===== src/design/lsehd_fifo.sv =====
// ----------------------------------------------------------------------------
// lsehd_fifo: short command queue
// Decouples the accepting front from the evaluating engine.
// ----------------------------------------------------------------------------
module lsehd_fifo #(
  parameter int WIDTH = 41,
  parameter int DEPTH = 4
) (
  input  logic             clk,
  input  logic             rst_n,
  input  logic             push,
  input  logic [WIDTH-1:0] push_data,
  output logic             full,
  input  logic             pop,
  output logic             not_empty,
  output logic [WIDTH-1:0] head
);

  localparam int PW = (DEPTH > 1) ? $clog2(DEPTH) : 1;

  logic [WIDTH-1:0] slots [DEPTH];
  logic [PW-1:0]    wr_ptr_r, wr_ptr_nxt;
  logic [PW-1:0]    rd_ptr_r, rd_ptr_nxt;
  logic [PW:0]      count_r, count_nxt;
  logic             do_pop;

  assign full      = count_r == (PW+1)'(DEPTH);
  assign not_empty = count_r != '0;
  assign head      = slots[rd_ptr_r];
  assign do_pop    = pop && not_empty;

  always_comb begin
    wr_ptr_nxt = wr_ptr_r;
    rd_ptr_nxt = rd_ptr_r;
    count_nxt  = count_r;
    if (push) begin
      wr_ptr_nxt = (wr_ptr_r == PW'(DEPTH-1)) ? '0 : wr_ptr_r + PW'(1);
    end
    if (do_pop) begin
      rd_ptr_nxt = (rd_ptr_r == PW'(DEPTH-1)) ? '0 : rd_ptr_r + PW'(1);
    end
    if (push && !do_pop) begin
      count_nxt = count_r + (PW+1)'(1);
    end else if (!push && do_pop) begin
      count_nxt = count_r - (PW+1)'(1);
    end
  end

  always_ff @(posedge clk) begin
    if (!rst_n) begin
      wr_ptr_r <= '0;
      rd_ptr_r <= '0;
      count_r  <= '0;
    end else begin
      wr_ptr_r <= wr_ptr_nxt;
      rd_ptr_r <= rd_ptr_nxt;
      count_r  <= count_nxt;
    end
    if (push) begin
      slots[wr_ptr_r] <= push_data;
    end
  end

endmodule


===== config.mk =====
export PLATFORM = sky130hd
export DESIGN_NAME = lsehd_fifo
export DESIGN_NICKNAME = d
export VERILOG_FILES = /design/src/design/lsehd_fifo.sv
export SDC_FILE = /design/constraint.sdc
export NUM_CORES = 1
export LEC_CHECK = 0
export ABC_CLOCK_PERIOD_IN_PS = 3400
export BUFFER_PORTS_ARGS = -buffer_cell sky130_fd_sc_hd__buf_2
export CAP_MARGIN = 20
export CORE_MARGIN = 2
export CORE_UTILIZATION = 61
export DETAILED_ROUTE_END_ITERATION = 8
export PLACE_DENSITY = 0.94
export REMOVE_ABC_BUFFERS = 1
export SLEW_MARGIN = 20
export SYNTH_ARGS = -nofsm -noshare
export SYNTH_HDL_FRONTEND = slang
export SYNTH_SLANG_ARGS = --single-unit

===== constraint.sdc =====
create_clock -name clk -period 3.4 [get_ports clk]
set_input_delay 0.34 -clock clk [delete_from_list [all_inputs] [get_ports clk]]
set_output_delay 0.34 -clock clk [all_outputs]
set_load 0.005 [all_outputs]

==> metrics.csv <==
stage;metric;value;unit
critical_path;crit path max fanout;41;
synthesis;Synth Cell Area;0.006426;mm2
critical_path;max incr delay on CP;0.89;ns
place;Post-DP HPWL;5.915;mm
finish;Nets;417;
sta;Worst slew margin;27.58;%
route;DR vias;2914;
floorplan;row count;37;
critical_path;Slowest-stage cell, CP;dfxtp_4;
sta;total negative slack;0;ns
synthesis;Post-Synthesis Cells;261;
place;I/O Buffers;87;
critical_path;WP buf/inv;1;
worst_hold_path;worst hold path type;in -> reg;
clocking;Longest Clk Path Bufs;2;
synthesis;warnings from Yosys;0;
route;met1 wire length;4.222;mm
sta;Tmin final;2.582;ns
grt;GRT Overall Usage;20.46;%
critical_path;startpoint types;flop;
synthesis;syn_area_per_cell;24.62;um2
route;Vias/cell;5.680;
clocking;Clock Root Buffer;clkbuf_8;
synthesis;top post-synthesis cells by area;edfxtp_1 (77%), mux4_2 (14%), dfxtp_1 (2.8%);
critical_path;CP endpoint kind;output port;
floorplan;core area;0.01028;mm2
grt;first-pass GRT wire length;16.46;mm
critical_path;CP arrival;2.24;ns
route;DR iter-0 viols;148;
power;VDD IR max;0.0004865;V
finish;diodes inserted;0;
floorplan;Chip Height;106.6;um
finish;share of post-route cells with drive strength above 1;42.71;%
route;Final ANT Viol Nets;0;
route;drt pass-1 iters;5;
clocking;CTS tree;done;
sta;Max Clock Skew;0.003954;ns
synthesis;#FFs+latches synth;173;
critical_path;CP delay by family, top;flip-flops;
sta;slew at the pin with the worst max-slew slack;1.086;ns
floorplan;Boundary Pins;88;
place;global placement routability congestion;0.6511;
route;Met3 Wirelength;548;um
flow_run;maxcap violations;0;
finish;final core utilization;74.30;%
critical_path;critical path class;reg -> out;
sta;RSZ-0062 raised after global routing;no;
sta;Final Slew Violations;0;
route;WL/cell;20.46;um
synthesis;top cell type's share of synthesized area;76.64;%
floorplan;Die Width;106.6;um
synthesis;Synth Flop Type;edfxtp_1;
route;max layer used;met4;
sta;Fmax achieved;387.2;MHz
synthesis;Post-synth EDFFs;164;
route;routed wl met2;5.608;mm
route;# DRC;0;
finish;Area Overhead vs Synth;18.83;%
critical_path;Crit path required time;3.06;ns
clocking;Clock Latency Late Sink;0.52;ns
synthesis;Yosys top cell by area;edfxtp_1;
power;PwrDens;711.8;mW/mm2
floorplan;DIE AREA;0.01137;mm2
critical_path;flop2flop setup slack;0.98;ns
synthesis;Synth async-reset ratio;0;%
finish;most common cell after layout, fill and taps aside;edfxtp_1;
synthesis;Seq/Total Area, Yosys;79.44;%
sta;final hold violation count;0;
sta;endpoints failing setup;0;
clocking;clk sinks;173;
clocking;Gates resized, CTS repair;0;
clocking;clock slew at reported path FFs;0.06;ns
grt;pin count of the biggest net entering global routing;42;
power;Pleak;2.622;nW
sta;Final Cycle Share;75.95;%
floorplan;Starting Density;62.53;%
grt;initial antenna violation count;0;
finish;most frequent cells in the layout;edfxtp_1 (164), buf_2 (87), mux4_2 (40);
outcome;outcome;completed;
critical_path;crit-path cells;mux4_1 -> buf_2;
grt;vias in the first global route;3125;
clocking;H-tree Lvls;4;
route;final wirelength;10.50;mm
clocking;Num CTS Buffers;17;
synthesis;Netlist cell types;24;
grt;total gr overflow;0;
==> cells by family after synthesis <==
| group | count (synthesis) | synth area share, % |
|---|---|---|
| AND/OR/NAND/NOR | 17 | 1.480 |
| multiplexers | 44 | 14.89 |
| buffers and inverters | 13 | 1.966 |
| XOR/XNOR | 2 | 0.2726 |
| flip-flops | 173 | 79.44 |
| AO/OA/AOI/OAI | 5 | 0.4673 |
| adder cells (fa/ha/maj) | 7 | 1.480 |
==> per-layer routing <==
layer,global-route usage [%],vias up
met5,0,-
met4,7.607,0
met3,6.383,13
met2,34.39,91
met1,25.34,1504
li1,-,1306
==> power breakdown <==
group / switching, mW / total (mW) / internal (mW)
clock network: 0.728 / 1.99 / 1.26
registers: 0.198 / 2.66 / 2.46
logic: 0.280 / 0.786 / 0.505
==> area by class of cell <==
| class | count | area, um2 |
|---|---|---|
| sequential | 173 | 5110 |
| fill | 615 | 2641 |
| multi-input combinational | 75 | 1204 |
| timing repair buffer | 95 | 525.5 |
| clock buffer | 20 | 425.4 |
| clock inverter | 11 | 190.2 |
| tap | 136 | 170.2 |
| inverter | 3 | 11.26 |
==> path summary, 6_finish.rpt <==
kind                                               start                      end  cells past startpoint
worst min-delay path                       push_data[24]   slots[1][24]$_DFFE_PP_                      1
worst min register to register  rd_ptr_r[0]$_SDFFE_PN0P_                     flop                      2
worst max-delay path                                flop                 head[23]                      2
worst max register to register   count_r[0]$_SDFFE_PN0P_  count_r[2]$_SDFFE_PN0P_                      7
==> synthesized netlist by cell type, types with 2 or more instances <==
cell type and instances:
nand2_1 2, and2_1 5, buf_2 4, mux2i_1 3, dfxtp_1 9, edfxtp_1 164, nor2b_1 3, inv_1 3
nor2_1 2, o21ai_0 3, buf_12 4, nand3_1 2, ha_1 6, mux4_2 40, or3_1 2
==> sequential cells by signal, summed over array words and instances (netlist names), named ones only <==
register,flops
slots,164
rd_ptr_r,2
wr_ptr_r,2
count_r,3
==> worst register-to-register path: cells and delay by family, from the launching register on <==
kind	cells	cell delay (ns)
compound gates	2	0.74
fa+ha+maj	2	0.69
flops	1	0.37
xor+xnor	1	0.18
buf+inv	1	0.07
simple gates	1	0.31
==> metrics by stage <==
step | instances | power, mW | hold slack (ns) | worst slack [ns] | area (um2)
after floorplan | 251 | 3.147 | 0.4389 | 0.5527 | 6311
after global placement | 474 | 3.460 | 0.4896 | 1.233 | 6927
after detailed placement | 474 | 3.495 | 0.5240 | 1.022 | 6927
after CTS | 511 | 5.482 | 0.0001084 | 0.7303 | 7602
after global routing | 513 | 5.654 | 0.0003389 | 0.6228 | 7636
final | 513 | 5.435 | 0.02751 | 0.8176 | 7636
==> what timing repair did <==
item                                   4_1_cts  5_1_grt
endpoints found under the hold margin       22        4
hold buffers                                 6        1
buffers inserted                             0        0
(Power assumes the default switching activity.)
